**src/design/agm_pkg.sv**
```systemverilog
// shared types and constants for the adaptive gain audio mixer
// no dependencies; used by agm_mul, agm_div and adaptive_gain_audio_mixer
`timescale 1ns / 1ps
`default_nettype none

package agm_pkg;

  localparam int SAMPLE_W = 16;
  localparam int GAIN_W   = 17;
  localparam int SHIFT_W  = 4;

  localparam logic [GAIN_W-1:0]   GAIN_ONE          = 17'h10000;
  localparam logic [SAMPLE_W-1:0] LIMIT_POS         = 16'h7fff;
  localparam logic [SAMPLE_W-1:0] LIMIT_NEG_MAG     = 16'h8000;
  localparam logic [SHIFT_W-1:0]  RECOVERY_SHIFT_RST = 4'd5;

  // input transaction payload
  typedef struct packed {
    logic signed [SAMPLE_W-1:0] sample_a;
    logic signed [SAMPLE_W-1:0] sample_b;
    logic                       last_in_block;
  } agm_in_t;

  // result transaction payload
  typedef struct packed {
    logic signed [SAMPLE_W-1:0] mixed_sample;
    logic                       clipped;
  } agm_out_t;

  // status of a serial arithmetic unit
  typedef struct packed {
    logic busy;
    logic done;
  } agm_unit_sts_t;

  typedef enum logic [1:0] {
    ST_IDLE,
    ST_MUL,
    ST_DIV,
    ST_FIN
  } agm_state_t;

endpackage

`default_nettype wire

```
**src/design/adaptive_gain_audio_mixer.sv**
```systemverilog
// top level of the adaptive gain audio mixer
// depends on agm_pkg, agm_mul and agm_div
`timescale 1ns / 1ps
`default_nettype none

// Mixes two signed 16-bit PCM samples per transaction: the sum is scaled by a
// running Q1.16 gain (truncated toward zero) and clipped to 16 bits; on a clip
// the gain becomes limit / scaled sum, then recovers toward unity by
// (1 - gain) >> recovery_shift each sample, and returns to unity after a
// sample flagged last_in_block. One transaction is in work at a time. Its
// pace is set by the 17-step bit-serial multiplier; a clipping transaction
// also runs the 16-step restoring divider after the multiplier. The result
// sits in an output register, so a new transaction is taken while the
// previous result still waits. recovery_shift (reset 5) is written through
// the cfg port, which is always ready; write it only while the block is idle.

module adaptive_gain_audio_mixer (
  input  wire logic                          clk,
  input  wire logic                          rst_n,
  input  wire logic                          in_valid,
  output logic                               in_stall,
  input  wire agm_pkg::agm_in_t              in_data,
  output logic                               out_valid,
  input  wire logic                          out_stall,
  output agm_pkg::agm_out_t                  out_data,
  input  wire logic                          cfg_valid,
  output logic                               cfg_ready,
  input  wire logic [agm_pkg::SHIFT_W-1:0]   cfg_data
);

  localparam int SW = agm_pkg::SAMPLE_W;
  localparam int GW = agm_pkg::GAIN_W;

  agm_pkg::agm_state_t    state_r, state_nxt;
  logic [GW-1:0]          gain_r, gain_nxt;
  logic [agm_pkg::SHIFT_W-1:0] shift_r, shift_nxt;
  logic                   neg_r, neg_nxt;
  logic                   last_r, last_nxt;
  logic [SW-1:0]          res_r, res_nxt;
  logic                   clip_r, clip_nxt;
  logic                   out_valid_r, out_valid_nxt;
  agm_pkg::agm_out_t      out_data_r, out_data_nxt;

  logic                   in_accept;
  logic signed [SW:0]     sum;
  logic [GW-1:0]          in_mag;
  logic                   in_neg;
  logic                   mul_start;
  logic                   div_start;
  agm_pkg::agm_unit_sts_t mul_sts;
  agm_pkg::agm_unit_sts_t div_sts;
  logic [GW-1:0]          smag;
  logic [SW-1:0]          quot;
  logic [SW-1:0]          div_limit;
  logic                   clip_pos;
  logic                   clip_neg;
  logic [GW-1:0]          shortfall;
  logic [GW-1:0]          gain_rec;

  assign in_stall  = (state_r != agm_pkg::ST_IDLE);
  assign in_accept = in_valid && !in_stall;
  assign cfg_ready = 1'b1;

  // sum of the pair and its magnitude
  assign sum    = {in_data.sample_a[SW-1], in_data.sample_a}
                + {in_data.sample_b[SW-1], in_data.sample_b};
  assign in_neg = sum[SW];
  assign in_mag = in_neg ? GW'(-sum) : GW'(sum);

  agm_mul u_mul (
    .clk   (clk),
    .rst_n (rst_n),
    .start (mul_start),
    .mag   (in_mag),
    .gain  (gain_r),
    .sts   (mul_sts),
    .smag  (smag)
  );

  assign div_limit = neg_r ? agm_pkg::LIMIT_NEG_MAG : agm_pkg::LIMIT_POS;

  agm_div u_div (
    .clk   (clk),
    .rst_n (rst_n),
    .start (div_start),
    .limit (div_limit),
    .denom (smag),
    .sts   (div_sts),
    .quot  (quot)
  );

  // limit checks on the scaled magnitude
  assign clip_pos = !neg_r && (smag > {1'b0, agm_pkg::LIMIT_POS});
  assign clip_neg = neg_r && (smag > {1'b0, agm_pkg::LIMIT_NEG_MAG});

  // recovery toward unity
  assign shortfall = agm_pkg::GAIN_ONE - gain_r;
  assign gain_rec  = gain_r + (shortfall >> shift_r);

  // sequencer: next state and datapath controls
  always_comb begin
    state_nxt     = state_r;
    gain_nxt      = gain_r;
    shift_nxt     = cfg_valid ? cfg_data : shift_r;
    neg_nxt       = neg_r;
    last_nxt      = last_r;
    res_nxt       = res_r;
    clip_nxt      = clip_r;
    out_valid_nxt = out_valid_r && out_stall;
    out_data_nxt  = out_data_r;
    mul_start     = 1'b0;
    div_start     = 1'b0;
    unique case (state_r)
      agm_pkg::ST_IDLE: begin
        if (in_accept) begin
          neg_nxt   = in_neg;
          last_nxt  = in_data.last_in_block;
          mul_start = 1'b1;
          state_nxt = agm_pkg::ST_MUL;
        end
      end
      agm_pkg::ST_MUL: begin
        if (mul_sts.done) begin
          if (clip_pos || clip_neg) begin
            clip_nxt  = 1'b1;
            res_nxt   = neg_r ? agm_pkg::LIMIT_NEG_MAG : agm_pkg::LIMIT_POS;
            div_start = 1'b1;
            state_nxt = agm_pkg::ST_DIV;
          end else begin
            clip_nxt  = 1'b0;
            res_nxt   = neg_r ? SW'(-smag) : smag[SW-1:0];
            state_nxt = agm_pkg::ST_FIN;
          end
        end
      end
      agm_pkg::ST_DIV: begin
        if (div_sts.done) begin
          gain_nxt  = {1'b0, quot};
          state_nxt = agm_pkg::ST_FIN;
        end
      end
      agm_pkg::ST_FIN: begin
        if (!out_valid_r || !out_stall) begin
          out_valid_nxt             = 1'b1;
          out_data_nxt.mixed_sample = res_r;
          out_data_nxt.clipped      = clip_r;
          gain_nxt  = last_r ? agm_pkg::GAIN_ONE : gain_rec;
          state_nxt = agm_pkg::ST_IDLE;
        end
      end
      default: begin
        state_nxt = agm_pkg::ST_IDLE;
      end
    endcase
  end

  // state and control registers
  always_ff @(posedge clk) begin
    if (!rst_n) begin
      state_r     <= agm_pkg::ST_IDLE;
      gain_r      <= agm_pkg::GAIN_ONE;
      shift_r     <= agm_pkg::RECOVERY_SHIFT_RST;
      out_valid_r <= 1'b0;
    end else begin
      state_r     <= state_nxt;
      gain_r      <= gain_nxt;
      shift_r     <= shift_nxt;
      out_valid_r <= out_valid_nxt;
    end
    neg_r      <= neg_nxt;
    last_r     <= last_nxt;
    res_r      <= res_nxt;
    clip_r     <= clip_nxt;
    out_data_r <= out_data_nxt;
  end

  assign out_valid = out_valid_r;
  assign out_data  = out_data_r;

  // gain never rises above unity
  a_gain_max: assert property (@(posedge clk) disable iff (!rst_n)
    gain_r <= agm_pkg::GAIN_ONE)
    else $error("gain above unity");

  // multiplier and divider never run together
  a_units_excl: assert property (@(posedge clk) disable iff (!rst_n)
    !(mul_sts.busy && div_sts.busy))
    else $error("multiplier and divider busy at once");

  // a new result only comes out of the finish state
  a_out_from_fin: assert property (@(posedge clk) disable iff (!rst_n)
    $rose(out_valid_r) |-> $past(state_r == agm_pkg::ST_FIN))
    else $error("result loaded outside finish state");

  // a clipped result carries one of the limits
  a_clip_limit: assert property (@(posedge clk) disable iff (!rst_n)
    (out_valid_r && out_data_r.clipped) |->
      (out_data_r.mixed_sample == agm_pkg::LIMIT_POS ||
       out_data_r.mixed_sample == agm_pkg::LIMIT_NEG_MAG))
    else $error("clipped result not at a limit");

endmodule

`default_nettype wire

```
**src/design/agm_mul.sv**
```systemverilog
// bit-serial shift-add multiplier: 17-bit magnitude times 17-bit Q1.16 gain
// returns (mag * gain) >> 16; depends on agm_pkg
`timescale 1ns / 1ps
`default_nettype none

module agm_mul (
  input  wire logic                        clk,
  input  wire logic                        rst_n,
  input  wire logic                        start,
  input  wire logic [agm_pkg::GAIN_W-1:0]  mag,
  input  wire logic [agm_pkg::GAIN_W-1:0]  gain,
  output agm_pkg::agm_unit_sts_t           sts,
  output logic [agm_pkg::GAIN_W-1:0]       smag
);

  localparam int W = agm_pkg::GAIN_W;
  localparam int CNT_W = $clog2(W);
  localparam logic [CNT_W-1:0] LAST_STEP = CNT_W'(W - 1);

  logic             busy_r, busy_nxt;
  logic             done_r, done_nxt;
  logic [CNT_W-1:0] cnt_r, cnt_nxt;
  logic [W-1:0]     mcand_r, mcand_nxt;
  logic [W-1:0]     hi_r, hi_nxt;
  logic [W-1:0]     lo_r, lo_nxt;
  logic [W:0]       add_sum;

  // one partial product per cycle, lsb of the gain first
  always_comb begin
    add_sum   = {1'b0, hi_r} + (lo_r[0] ? {1'b0, mcand_r} : '0);
    busy_nxt  = busy_r;
    done_nxt  = 1'b0;
    cnt_nxt   = cnt_r;
    mcand_nxt = mcand_r;
    hi_nxt    = hi_r;
    lo_nxt    = lo_r;
    if (start) begin
      busy_nxt  = 1'b1;
      cnt_nxt   = '0;
      mcand_nxt = mag;
      hi_nxt    = '0;
      lo_nxt    = gain;
    end else if (busy_r) begin
      hi_nxt  = add_sum[W:1];
      lo_nxt  = {add_sum[0], lo_r[W-1:1]};
      cnt_nxt = cnt_r + 1'b1;
      if (cnt_r == LAST_STEP) begin
        busy_nxt = 1'b0;
        done_nxt = 1'b1;
      end
    end
  end

  always_ff @(posedge clk) begin
    if (!rst_n) begin
      busy_r <= 1'b0;
      done_r <= 1'b0;
    end else begin
      busy_r <= busy_nxt;
      done_r <= done_nxt;
    end
    cnt_r   <= cnt_nxt;
    mcand_r <= mcand_nxt;
    hi_r    <= hi_nxt;
    lo_r    <= lo_nxt;
  end

  // product bits 32..16
  assign smag     = {hi_r[W-2:0], lo_r[W-1]};
  assign sts.busy = busy_r;
  assign sts.done = done_r;

endmodule

`default_nettype wire

```
**src/design/agm_div.sv**
```systemverilog
// restoring divider, one quotient bit per cycle: floor(limit * 65536 / denom)
// requires limit < denom; depends on agm_pkg
`timescale 1ns / 1ps
`default_nettype none

module agm_div (
  input  wire logic                          clk,
  input  wire logic                          rst_n,
  input  wire logic                          start,
  input  wire logic [agm_pkg::SAMPLE_W-1:0]  limit,
  input  wire logic [agm_pkg::GAIN_W-1:0]    denom,
  output agm_pkg::agm_unit_sts_t             sts,
  output logic [agm_pkg::SAMPLE_W-1:0]       quot
);

  localparam int QW = agm_pkg::SAMPLE_W;
  localparam int DW = agm_pkg::GAIN_W;
  localparam int CNT_W = $clog2(QW);
  localparam logic [CNT_W-1:0] LAST_STEP = CNT_W'(QW - 1);

  logic             busy_r, busy_nxt;
  logic             done_r, done_nxt;
  logic [CNT_W-1:0] cnt_r, cnt_nxt;
  logic [DW-1:0]    den_r, den_nxt;
  logic [DW-1:0]    rem_r, rem_nxt;
  logic [QW-1:0]    q_r, q_nxt;
  logic [DW:0]      rem2;
  logic [DW:0]      diff;
  logic             fits;

  // shift remainder, trial subtract, shift quotient bit in
  always_comb begin
    rem2     = {rem_r, 1'b0};
    diff     = rem2 - {1'b0, den_r};
    fits     = rem2 >= {1'b0, den_r};
    busy_nxt = busy_r;
    done_nxt = 1'b0;
    cnt_nxt  = cnt_r;
    den_nxt  = den_r;
    rem_nxt  = rem_r;
    q_nxt    = q_r;
    if (start) begin
      busy_nxt = 1'b1;
      cnt_nxt  = '0;
      den_nxt  = denom;
      rem_nxt  = {1'b0, limit};
      q_nxt    = '0;
    end else if (busy_r) begin
      rem_nxt = fits ? diff[DW-1:0] : rem2[DW-1:0];
      q_nxt   = {q_r[QW-2:0], fits};
      cnt_nxt = cnt_r + 1'b1;
      if (cnt_r == LAST_STEP) begin
        busy_nxt = 1'b0;
        done_nxt = 1'b1;
      end
    end
  end

  always_ff @(posedge clk) begin
    if (!rst_n) begin
      busy_r <= 1'b0;
      done_r <= 1'b0;
    end else begin
      busy_r <= busy_nxt;
      done_r <= done_nxt;
    end
    cnt_r <= cnt_nxt;
    den_r <= den_nxt;
    rem_r <= rem_nxt;
    q_r   <= q_nxt;
  end

  assign quot     = q_r;
  assign sts.busy = busy_r;
  assign sts.done = done_r;

endmodule

`default_nettype wire

```
**config.mk**
```make
export PLATFORM = sky130hd
export DESIGN_NAME = adaptive_gain_audio_mixer
export DESIGN_NICKNAME = d
export VERILOG_FILES = /design/src/design/agm_pkg.sv /design/src/design/adaptive_gain_audio_mixer.sv /design/src/design/agm_mul.sv /design/src/design/agm_div.sv
export SDC_FILE = /design/constraint.sdc
export NUM_CORES = 1
export LEC_CHECK = 0
export BUFFER_PORTS_ARGS = -buffer_cell sky130_fd_sc_hd__buf_2
export CAP_MARGIN = 10
export CORE_MARGIN = 8
export CORE_UTILIZATION = 55
export DETAILED_ROUTE_END_ITERATION = 6
export GPL_TIMING_DRIVEN = 1
export PLACE_DENSITY = 0.75
export SLEW_MARGIN = 20
export SYNTH_ARGS = -nofsm -noshare
export SYNTH_HDL_FRONTEND = slang
export SYNTH_HIERARCHICAL = 1
export SYNTH_SLANG_ARGS = --single-unit
```
**constraint.sdc**
```tcl
create_clock -name clk -period 7.6 [get_ports clk]
set_input_delay 0 -clock clk [delete_from_list [all_inputs] [get_ports clk]]
set_output_delay 0 -clock clk [all_outputs]
set_load 0.005 [all_outputs]
```
Yosys cells after proc, flatten, opt, wreduce, memory -nomap -nowiden. Cells that the tools add are included.

Register bits after elaboration: 174. Output and inout port bits: 20.

Shift operators: 1. Eq/ne operators: 9. Bitwise logic cells: 3. Reductions and logical operators: 22. Add/subtract/negate cells: 9. Muxes and demuxes: 35. Magnitude comparators: 3.

Operators with widths (number): $mux 17 (7); $mux 16 (6); $pmux 17 s2 (1); $add 17x17->18 (1); $ge 18x17->1 (1); $add 16x16->17 (1); $add 17x17->17 (1); $gt 17x15->1 const B (1); $gt 17x16->1 const B (1); $neg 17->17 (1); $shr 17x4->17 (1); $sub 17x17->17 (1); $sub 17x17->17 const A (1); $mux 1 (16); $neg 16->16 (1); $mux 2 (4); $pmux 2 s4 (1); $reduce_bool 2->1 (4); $reduce_and 2->1 (3); $reduce_or 3->1 (2); $add 5x1->5 const B (1); $eq 5x5->1 const B (1); $add 4x1->4 const B (1); $eq 2x2->1 const B (2); 11 further kinds (22).

Depth between registers and ports, before layout. Gate-level depths: netlist (run 1).

Word-level depth: 7. Mapped depth: 21.

Cells and area by module. The synthesis (run 1) kept the hierarchy.

Modules (own cells, without submodules): adaptive_gain_audio_mixer (sequential area each 1561.5 sq um, instances 1, cells each 684, area an instance 5779.3 sq um); agm_mul (sequential area each 1501.4 sq um, instances 1, cells each 309, area an instance 3266.9 sq um); agm_div (sequential area each 1451.4 sq um, instances 1, cells each 313, area an instance 3069.2 sq um).

Least setup slack after synthesis (run 1). Ideal clock, no wire load.

Path type: register to register. From: reg gain_r[1]. To: reg gain_r[16]. Arrival time: 4.656 ns. Stages on the path, launching flop included: 19. Path slack: 2.864 ns. Data required time: 7.519 ns. Clock period less this slack: 4.736 ns. Cells stage by stage: dfxtp_1 -> inv_1 -> ha_1 -> nor4b_1 -> nand2_1 -> or4_1 -> xnor2_2 -> mux2_2 -> mux2i_1 -> mux2i_1 -> mux2_2 -> fa_1 -> nor2b_1 -> o21ai_0 -> a21boi_0 -> o211ai_1 -> nor3b_1 -> or3_1 -> a41oi_1.

Cells in the longest elaborated chain, start to end: 6.

Ends and longest elaborated chain: from (decl) (RTL line adaptive_gain_audio_mixer.sv:35) `logic [GW-1:0] gain_r, gain_nxt;`; from (signal assigned) (RTL line adaptive_gain_audio_mixer.sv:161) `gain_r <= agm_pkg::GAIN_ONE;`; from (signal assigned) (RTL line adaptive_gain_audio_mixer.sv:166) `gain_r <= gain_nxt;`; $sub 17x17->17 (RTL line adaptive_gain_audio_mixer.sv:97) `assign shortfall = agm_pkg::GAIN_ONE - gain_r;`; $shr 17x4->17 (RTL line adaptive_gain_audio_mixer.sv:98) `assign gain_rec = gain_r + (shortfall >> shift_r);`; $add 17x17->17 * (RTL line adaptive_gain_audio_mixer.sv:98); $mux 17 * (RTL line adaptive_gain_audio_mixer.sv:147) `gain_nxt = last_r ? agm_pkg::GAIN_ONE : gain_rec;`; $mux 17 * (RTL line adaptive_gain_audio_mixer.sv:143) `if (!out_valid_r || !out_stall) begin`; $pmux 17 s2 * (RTL line adaptive_gain_audio_mixer.sv:113) `unique case (state_r)`.

Mark *: on every way between the ends. The rest lies on a longest branch, timed or not. The select of a mux whose other input is x is not followed. A chain may end at the register's enable or synchronous reset.

Worst setup path after layout (run 1). Ends and elaborated chain as after synthesis.

==> flow_metrics.env, run 1 <==
export IMPL_maxSlewViolCount=0
export IMPL_synth_cells=1304
export IMPL_clock_path_buffers=2
export IMPL_syn_mean_instance_area_sq_um=9.28
export IMPL_comb_power_share=0.553
export IMPL_n_antenna_cell=0
export IMPL_crit_required_ns=7.95
export IMPL_cts_buffers=17
export IMPL_htreeDepth=4
export IMPL_cap_violations=0
export IMPL_layout_nets=1449
export IMPL_routed_via_count=9921
export IMPL_power_leakage_nw=5.28
export IMPL_tightestPinTransition_ns=1.03
export IMPL_post_route_cells_drive_above_1_share=0.120
export IMPL_grt_ovfl_total=0
export IMPL_syn_nets=1429
export IMPL_pin_count=62
export IMPL_power_w=0.00550
export IMPL_fp_dieW_um=164
export IMPL_ant_nets=0
export IMPL_drt_initial_drc_count=715
export IMPL_post_cts_resized=0
export IMPL_max_slew_margin=0.310
export IMPL_cts_setup_buffers=0
export IMPL_p_int_w=0.00305
export IMPL_grt_pass1_vias=9394
export IMPL_hold_violations=0
export IMPL_rsz0062_at_grt="no"
export IMPL_swShare=0.445
export IMPL_start_kind="flop"
export IMPL_cp_max_fo=6
export IMPL_gp_congestion=0.917
export IMPL_worstSetupPathType="flop to flop"
export IMPL_path_depth=18
export IMPL_finalCritPeriodShare=0.736
export IMPL_layout_commonest_cell="nor2_1"
export IMPL_start_util=0.558
export IMPL_dp_hpwl_um=19300
export IMPL_hold_class="input pin to flop"
export IMPL_antenna_found_initial=0
export IMPL_worst_endpoint_arrival_ns=5.95
export IMPL_cellPowerDensity_nw_per_um2=419
export IMPL_drt_wl_total_um=27000
export IMPL_holdPathEnd="gain_r[2]"
export IMPL_setup_viol=0
export IMPL_reg2reg_to="gain_r[16]"
export IMPL_io_buffers=60
export IMPL_synth_area_sq_um=12100
export IMPL_grt_start_max_net_pins=57
export IMPL_ir_worst_vdd_mv=0.233
export IMPL_post_drt_wl_per_cell_um=16.7
export IMPL_clock_sinks=174
export IMPL_area_growth_pct=8.67
export IMPL_hold_depth=2
export IMPL_p_seq_frac=0.286
export IMPL_critical_path_max_stage_delay_ns=0.73
export IMPL_insertion_delay_ns=0.44
export IMPL_hp_start="rst_n"
export IMPL_p_clk_frac=0.160
export IMPL_grt_pass1_wl_um=45200
export IMPL_drt_first_pass_iters=5
export IMPL_track_usage=0.203
export IMPL_rrSetupSlack_ns=2.01
export IMPL_num_rows=54
export IMPL_end_kind="flop"
export IMPL_clk_pin_slew_ns=0.07
export IMPL_min_period_ns=5.59
export IMPL_rr_worst_depth=18
export IMPL_die_h_um=164
export IMPL_cts_tree="yes"
export IMPL_status="completed"
export IMPL_synth_warnings=6
export IMPL_tns_ns=0
export IMPL_drc=0
export IMPL_r2r_start="gain_r[1]"
export IMPL_root_buffer="clkbuf_16"
export IMPL_finClkSkew_ns=0.0106
export IMPL_fmax_mhz=179
export IMPL_avgViaCountPerCell=6.14
export IMPL_cpMaxStageDelayCell="nor4b_1"
export IMPL_core_area_sq_um=21700
export IMPL_design_die_area_sq_um=27000
export IMPL_cpLargestDelayFamily="simple AND/OR/NAND/NOR gates"
export IMPL_cp_num_buf_inv=1
export IMPL_crit_path_cell_trace="inv_1 > ha_1 > nor4b_1 > nand2_1 > or4_1 > xnor2_2 > mux2_2 > mux2i_1 > mux2i_1 > mux2_2 > fa_1 > nor2b_1 > o21ai_0 > a21boi_0 > o211ai_1 > nor3b_1 > or3_1 > a41oi_1"
export IMPL_p_switching_w=0.00245
export IMPL_layout_common_cells="112 x nor2_1, 103 x edfxtp_1, 100 x nand2_1"
==> power by group through the flow <==
stage | Sequential [W] | Clock, W | Combinational, W
detailed placement | 0.00159 | 0 | 0.00297
floorplan | 0.00138 | 0 | 0.00257
global route | 0.00161 | 0.000931 | 0.00338
CTS | 0.00157 | 0.000893 | 0.00301
global placement | 0.00158 | 0 | 0.00293
finish | 0.00158 | 0.000883 | 0.00304
==> timing repair <==
item                       in CTS  in global routing
hold buffers                   14                  0
hold endpoints to repair        7                  0
setup endpoints to repair       0                  0
==> per-stage QoR <==
step / instance area (sq um) / worst slack [ns] / cells / utilization / hold slack (ns)
4_1_cts: 13100 / 2.03 / 1616 / 0.606 / 0.0591
6_report: 13100 / 2.01 / 1616 / 0.606 / 0.0711
5_1_grt: 13100 / 1.59 / 1616 / 0.606 / 0.0823
2_1_floorplan: 12100 / 2.86 / 1304 / - / 0.0989
3_3_place_gp: 12400 / 2.24 / 1571 / 0.573 / 0.177
3_5_place_dp: 12400 / 2.08 / 1571 / 0.573 / 0.178
==> worst max-delay path by stage <==
| stage | from | endpoint | slack (ns) |
|---|---|---|---|
| final | gain_r[1] | gain_r[16] | 2.01 |
| after global routing | gain_r[1] | gain_r[16] | 1.59 |
| after CTS | gain_r[1] | gain_r[16] | 2.03 |
| after detailed placement | gain_r[1] | gain_r[16] | 2.08 |
| after global placement | gain_r[1] | gain_r[16] | 2.24 |
| after floorplan | gain_r[1] | gain_r[16] | 2.86 |
==> metal layers <==
layer / wire [um] / track usage
met1: 12600 / 0.275
met5: 0 / 0
met2: 12100 / 0.322
met4: 677 / 0.0798
met3: 1600 / 0.0303
==> state kept, by name, summed over array words and instances, names as in the netlist, 2 cells and up <==
register / flops
u_div/cnt_r: 4
state_r: 2
u_div/quot: 16
res_r: 16
u_mul/hi_r: 17
u_div/den_r: 17
out_data: 17
gain_r: 17
u_div/rem_r: 17
u_mul/lo_r: 17
u_mul/mcand_r: 17
u_mul/cnt_r: 5
shift_r: 4
==> layout make-up <==
| cell class | instances | area (sq um) |
|---|---|---|
| clock buffers | 17 | 425 |
| inverters | 62 | 233 |
| flip-flops and latches | 174 | 4510 |
| fillers | 1800 | 8540 |
| clock inverters | 14 | 159 |
| repair buffers | 80 | 485 |
| multi-input cells | 989 | 6980 |
| well taps | 280 | 350 |
==> worst reg2reg max path: stages (launching register included) <==
cell and delay (ns):
dfxtp_1 0.36, inv_1 0.13, ha_1 0.23, nor4b_1 0.73, nand2_1 0.24, or4_1 0.59
xnor2_2 0.18, mux2_2 0.29, mux2i_1 0.14, mux2i_1 0.13, mux2_2 0.31, fa_1 0.42
nor2b_1 0.15, o21ai_0 0.13, a21boi_0 0.51, o211ai_1 0.22, nor3b_1 0.20, or3_1 0.36
a41oi_1 0.20
No activity file was read; power rests on OpenSTA's default activity.
==> inputs of run 2 (changes only) <==
--- a/config.mk
+++ b/config.mk
@@ -5,6 +5,7 @@
 export SDC_FILE = /design/constraint.sdc
 export NUM_CORES = 1
 export LEC_CHECK = 0
+export ABC_AREA = 1
 export BUFFER_PORTS_ARGS = -buffer_cell sky130_fd_sc_hd__buf_2
 export CAP_MARGIN = 10
 export CORE_MARGIN = 8
==> constraint.sdc (replaced) <==
create_clock -name clk -period 5.15 [get_ports clk]
set_input_delay 0 -clock clk [delete_from_list [all_inputs] [get_ports clk]]
set_output_delay 0 -clock clk [all_outputs]
set_load 0.005 [all_outputs]
==> flow_metrics.env, run 2 <==
export IMPL_synth_area_sq_um=12800
export IMPL_synth_warnings=6
export IMPL_ir_worst_vdd_mv=0.279
export IMPL_avgViaCountPerCell=5.43
export IMPL_rsz0062_at_grt="no"
export IMPL_grt_start_max_net_pins=41
export IMPL_seq_area_sq_um=4510
export IMPL_layout_common_cells="556 x nand2_1, 258 x inv_1, 135 x nand3_1"
export IMPL_ant_nets=0
export IMPL_crit_path_cell_trace="clkinv_1 > nand2_2 > nand2_4 > inv_1 > nor2_2 > nor2_1 > clkinv_1 > o22ai_1"
export IMPL_layout_nets=1943
export IMPL_area_growth_pct=8.04
export IMPL_fin_area_sq_um=13800
export IMPL_max_slew_margin=0.335
export IMPL_htreeDepth=4
export IMPL_syn_nets=1907
export IMPL_cts_buffers=17
export IMPL_cts_setup_buffers=0
export IMPL_synth_cells=1782
export IMPL_tns_ns=0
export IMPL_n_antenna_cell=0
export IMPL_die_h_um=168
export IMPL_grt_pass1_wl_um=51300
export IMPL_multi_input_area_sq_um=6890
export IMPL_num_rows=55
export IMPL_clk_pin_slew_ns=0.08
export IMPL_routed_via_count=11500
export IMPL_gp_congestion=0.982
export IMPL_cp_common_cell="clkinv_1"
export IMPL_cp_max_fo=31
export IMPL_dp_hpwl_um=23900
export IMPL_io_buffers=60
export IMPL_place_area_sq_um=13100
export IMPL_start_kind="flop"
export IMPL_tightestPinTransition_ns=0.991
export IMPL_post_route_cells_drive_above_1_share=0.0857
export IMPL_root_buffer="clkbuf_16"
export IMPL_min_period_ns=4.12
export IMPL_layout_commonest_cell="nand2_1"
export IMPL_drc=0
export IMPL_power_leakage_nw=6.92
export IMPL_cpMaxStageDelayCell="clkinv_1"
export IMPL_cap_violations=0
export IMPL_post_cts_resized=0
export IMPL_pin_count=62
export IMPL_finalCritPeriodShare=0.799
export IMPL_worst_endpoint_arrival_ns=4.44
export IMPL_worstSetupPathType="flop to flop"
export IMPL_finClkSkew_ns=0.0157
export IMPL_drt_initial_drc_count=954
export IMPL_n_fill_cell=2052
export IMPL_syn_mean_instance_area_sq_um=7.16
export IMPL_grt_ovfl_total=0
export IMPL_hold_class="input pin to flop"
export IMPL_rrSetupSlack_ns=1.03
export IMPL_fmax_mhz=243
export IMPL_design_die_area_sq_um=28300
export IMPL_post_drt_wl_per_cell_um=14.8
export IMPL_track_usage=0.221
export IMPL_end_kind="flop"
export IMPL_start_util=0.562
export IMPL_grt_pass1_vias=10600
export IMPL_drt_wl_total_um=31300
export IMPL_cts_tree="yes"
export IMPL_status="completed"
export IMPL_clock_path_buffers=2
export IMPL_crit_required_ns=5.48
export IMPL_maxSlewViolCount=0
export IMPL_hold_violations=0
export IMPL_cellPowerDensity_nw_per_um2=518
export IMPL_antenna_found_initial=0
export IMPL_setup_viol=0
export IMPL_drt_first_pass_iters=5
export IMPL_clock_sinks=174
export IMPL_insertion_delay_ns=0.45
export IMPL_fp_dieW_um=168
export IMPL_core_area_sq_um=22700
export IMPL_critical_path_max_stage_delay_ns=0.86
[run 2: area by class of cell]
| type | instances | area share |
|---|---|---|
| flip-flops and latches | 174 | 0.327 |
| clock inverters | 13 | 0.00953 |
| repair buffers | 78 | 0.0341 |
| clock buffers | 19 | 0.0314 |
| inverters | 264 | 0.0719 |
| well taps | 285 | 0.0259 |
| multi-input cells | 1283 | 0.500 |
[run 2: per-layer routing]
| layer | wire [um] | GRT usage | vias up |
|---|---|---|---|
| met5 | 0 | 0 | - |
| met4 | 1110 | 0.0920 | 0 |
| met3 | 1750 | 0.0318 | 67 |
| met2 | 14200 | 0.361 | 342 |
| met1 | 14200 | 0.287 | 5191 |
| li1 | - | - | 5885 |
[run 2: worst max-delay path, delay by kind of cell, from the launching register on]
| family | cells | cell delay [ns] |
|---|---|---|
| buffers and inverters | 3 | 1.68 |
| AO/OA/AOI/OAI | 1 | 0.50 |
| AND/OR/NAND/NOR | 4 | 1.15 |
| flip-flops | 1 | 0.65 |
[run 2: worst paths after layout]
path              from            end  cells after the start
max              neg_r  u_div/quot[3]                      8
min              rst_n     gain_r[15]                      3
max reg2reg      neg_r  u_div/quot[3]                      8
min reg2reg  res_r[14]   out_data[15]                      0
[run 2: stage by stage]
stage	setup slack [ns]	instances	hold slack (ns)	utilization	total power (W)
4_1_cts	1.32	2116	0.0237	0.607	0.00711
5_1_grt	0.697	2116	0.0377	0.607	0.00773
6_report	1.03	2116	0.0271	0.607	0.00715
3_5_place_dp	1.35	2070	0.182	0.576	0.00582
2_1_floorplan	1.23	1782	0.0989	-	0.00504
3_3_place_gp	1.46	2070	0.180	0.576	0.00576
[run 2: timing repair]
| item | 4_1_cts | 5_1_grt |
|---|---|---|
| endpoints found under the setup margin | 0 | 0 |
| hold buffers | 14 | 0 |
| hold endpoints to repair | 7 | 0 |
[run 2: where the power goes]
part	switching, W	internal (W)	total (W)
sequential	0.000402	0.00189	0.00229
clock	0.000572	0.000678	0.00125
combinational	0.00238	0.00123	0.00360
total	0.00335	0.00380	0.00715
==> inputs of run 3 (changes only) <==
--- a/config.mk
+++ b/config.mk
@@ -12,7 +12,7 @@
 export CORE_UTILIZATION = 55
 export DETAILED_ROUTE_END_ITERATION = 6
 export GPL_TIMING_DRIVEN = 1
-export PLACE_DENSITY = 0.75
+export PLACE_DENSITY = 0.77
 export SLEW_MARGIN = 20
 export SYNTH_ARGS = -nofsm -noshare
 export SYNTH_HDL_FRONTEND = slang
==> constraint.sdc (replaced) <==
create_clock -name clk -period 3.4 [get_ports clk]
set_input_delay 0 -clock clk [delete_from_list [all_inputs] [get_ports clk]]
set_output_delay 0 -clock clk [all_outputs]
set_load 0.005 [all_outputs]
==> flow_metrics.env, run 3 (synthesis results as in run 2) <==
export IMPL_cts_buffers=17
export IMPL_worstSetupPathType="flop to flop"
export IMPL_start_kind="flop"
export IMPL_drc=0
export IMPL_crit_required_ns=3.72
export IMPL_cp_max_fo=9
export IMPL_post_route_cells_drive_above_1_share=0.122
export IMPL_core_area_sq_um=22700
export IMPL_end_kind="flop"
export IMPL_use_met2=0.390
export IMPL_tightestPinTransition_ns=0.713
export IMPL_cap_violations=0
export IMPL_avgViaCountPerCell=5.50
export IMPL_cts_tree="yes"
export IMPL_comb_power_share=0.535
export IMPL_status="completed"
export IMPL_cellPowerDensity_nw_per_um2=808
export IMPL_htreeDepth=4
export IMPL_grt_pass1_vias=11000
export IMPL_start_util=0.562
export IMPL_p_int_w=0.00618
export IMPL_multi_input_area_sq_um=7000
export IMPL_ir_worst_vdd_mv=0.545
export IMPL_fin_util=0.629
export IMPL_fmax_mhz=306
export IMPL_track_usage=0.224
export IMPL_design_die_area_sq_um=28300
export IMPL_swShare=0.464
export IMPL_clk_pin_slew_ns=0.07
export IMPL_hold_class="input pin to flop"
export IMPL_clock_sinks=174
export IMPL_area_growth_pct=11.9
export IMPL_seq_area_sq_um=4520
export IMPL_hold_violations=0
export IMPL_fp_dieW_um=168
export IMPL_clock_path_buffers=2
export IMPL_finalCritPeriodShare=0.961
export IMPL_p_switching_w=0.00536
export IMPL_setup_viol=0
export IMPL_rsz0062_at_grt="yes"
export IMPL_maxSlewViolCount=0
export IMPL_dp_hpwl_um=24500
export IMPL_grt_start_max_net_pins=40
export IMPL_routed_via_count=11900
export IMPL_max_slew_margin=0.524
export IMPL_fin_ws_ns=0.133
export IMPL_p_seq_frac=0.294
export IMPL_place_ws_ns=-0.0322
export IMPL_pin_count=62
export IMPL_drt_wl_total_um=32500
export IMPL_layout_nets=1985
export IMPL_layout_commonest_cell="nand2_1"
export IMPL_num_rows=55
export IMPL_worst_endpoint_arrival_ns=3.59
export IMPL_min_period_ns=3.27
export IMPL_drt_initial_drc_count=960
export IMPL_antenna_found_initial=0
export IMPL_n_fill_cell=2017
export IMPL_p_clk_frac=0.171
export IMPL_drt_first_pass_iters=6
export IMPL_die_h_um=168
export IMPL_gp_congestion=0.954
export IMPL_power_leakage_nw=7.16
export IMPL_ant_nets=0
export IMPL_finClkSkew_ns=0.0137
export IMPL_grt_busiest_layer="met2"
export IMPL_io_buffers=60
export IMPL_root_buffer="clkbuf_16"
export IMPL_n_antenna_cell=0
export IMPL_grt_pass1_wl_um=52500
export IMPL_use_met3=0.0285
export IMPL_insertion_delay_ns=0.44
export IMPL_grt_ovfl_total=0
export IMPL_layout_common_cells="550 x nand2_1, 257 x inv_1, 135 x nand3_1"
export IMPL_post_drt_wl_per_cell_um=15.0
export IMPL_use_met1=0.281
[run 3: critical path, stage by stage, from the launching register on]
cell and delay (ns):
dfxtp_1 0.38, inv_1 0.10, nand2_1 0.09, nor3_4 0.23, buf_12 0.15, nand3_1 0.06, nand2_1 0.08, nand3_1 0.10
nand3_1 0.10, nand2_1 0.10, nand2_2 0.08, nand3_1 0.08, nand2_1 0.08, ha_2 0.17, inv_1 0.05, fa_2 0.36
nand3b_1 0.18, nand2_2 0.10, nand4_1 0.11, nand2_2 0.13, nand3_1 0.08, nand2_1 0.09, nand3b_1 0.11, nand3_1 0.07
nand2_1 0.06, nand2_1 0.04
[run 3: cell type report]
cell class | count | share of cell area
well taps | 285 | 0.0250
clock buffers | 19 | 0.0325
repair buffers | 120 | 0.0563
multi-input cells | 1283 | 0.490
inverters | 264 | 0.0694
flip-flops and latches | 174 | 0.316
clock inverters | 13 | 0.0101
[run 3: power by group through the flow]
stage               Clock, W  Sequential [W]  Combinational, W
global placement           0         0.00338           0.00557
global route         0.00206         0.00345           0.00686
finish               0.00197         0.00340           0.00617
detailed placement         0         0.00340           0.00567
floorplan                  0         0.00314           0.00450
CTS                  0.00200         0.00337           0.00584
[run 3: final timing paths]
| path | slack [ns] | cells after the start | to | startpoint |
|---|---|---|---|---|
| max | 0.13 | 25 | gain_r[16] | gain_r[6] |
| min | 0.04 | 3 | u_mul/done_r | rst_n |
| max reg2reg | 0.13 | 25 | gain_r[16] | gain_r[6] |
| min reg2reg | 0.42 | 0 | out_data[13] | res_r[12] |
[run 3: per-stage QoR]
stage	total power, W	TNS (ns)	hold slack (ns)	cells	area [sq um]
floorplan	0.00764	0	0.0989	1782	12800
global placement	0.00896	0	0.179	2107	13400
detailed placement	0.00907	-0.0575	0.179	2107	13400
CTS	0.0112	0	0.0192	2156	14200
global route	0.0124	-0.272	0.0454	2158	14300
finish	0.0115	0	0.0413	2158	14300
[run 3: per-layer routing]
layer / wire (um) / share of wire
met1: 14300 / 0.44
met2: 15600 / 0.48
met3: 1720 / 0.053
met4: 757 / 0.023
met5: 0 / 0
[run 3: repair_timing]
item / 4_1_cts / 5_1_grt
setup buffers: 1 / 2
gates resized for setup: 5 / 37
hold endpoints to repair: 7 / 0
pin swaps: 2 / 6
endpoints found under the setup margin: 5 / 14
hold buffers: 16 / 0
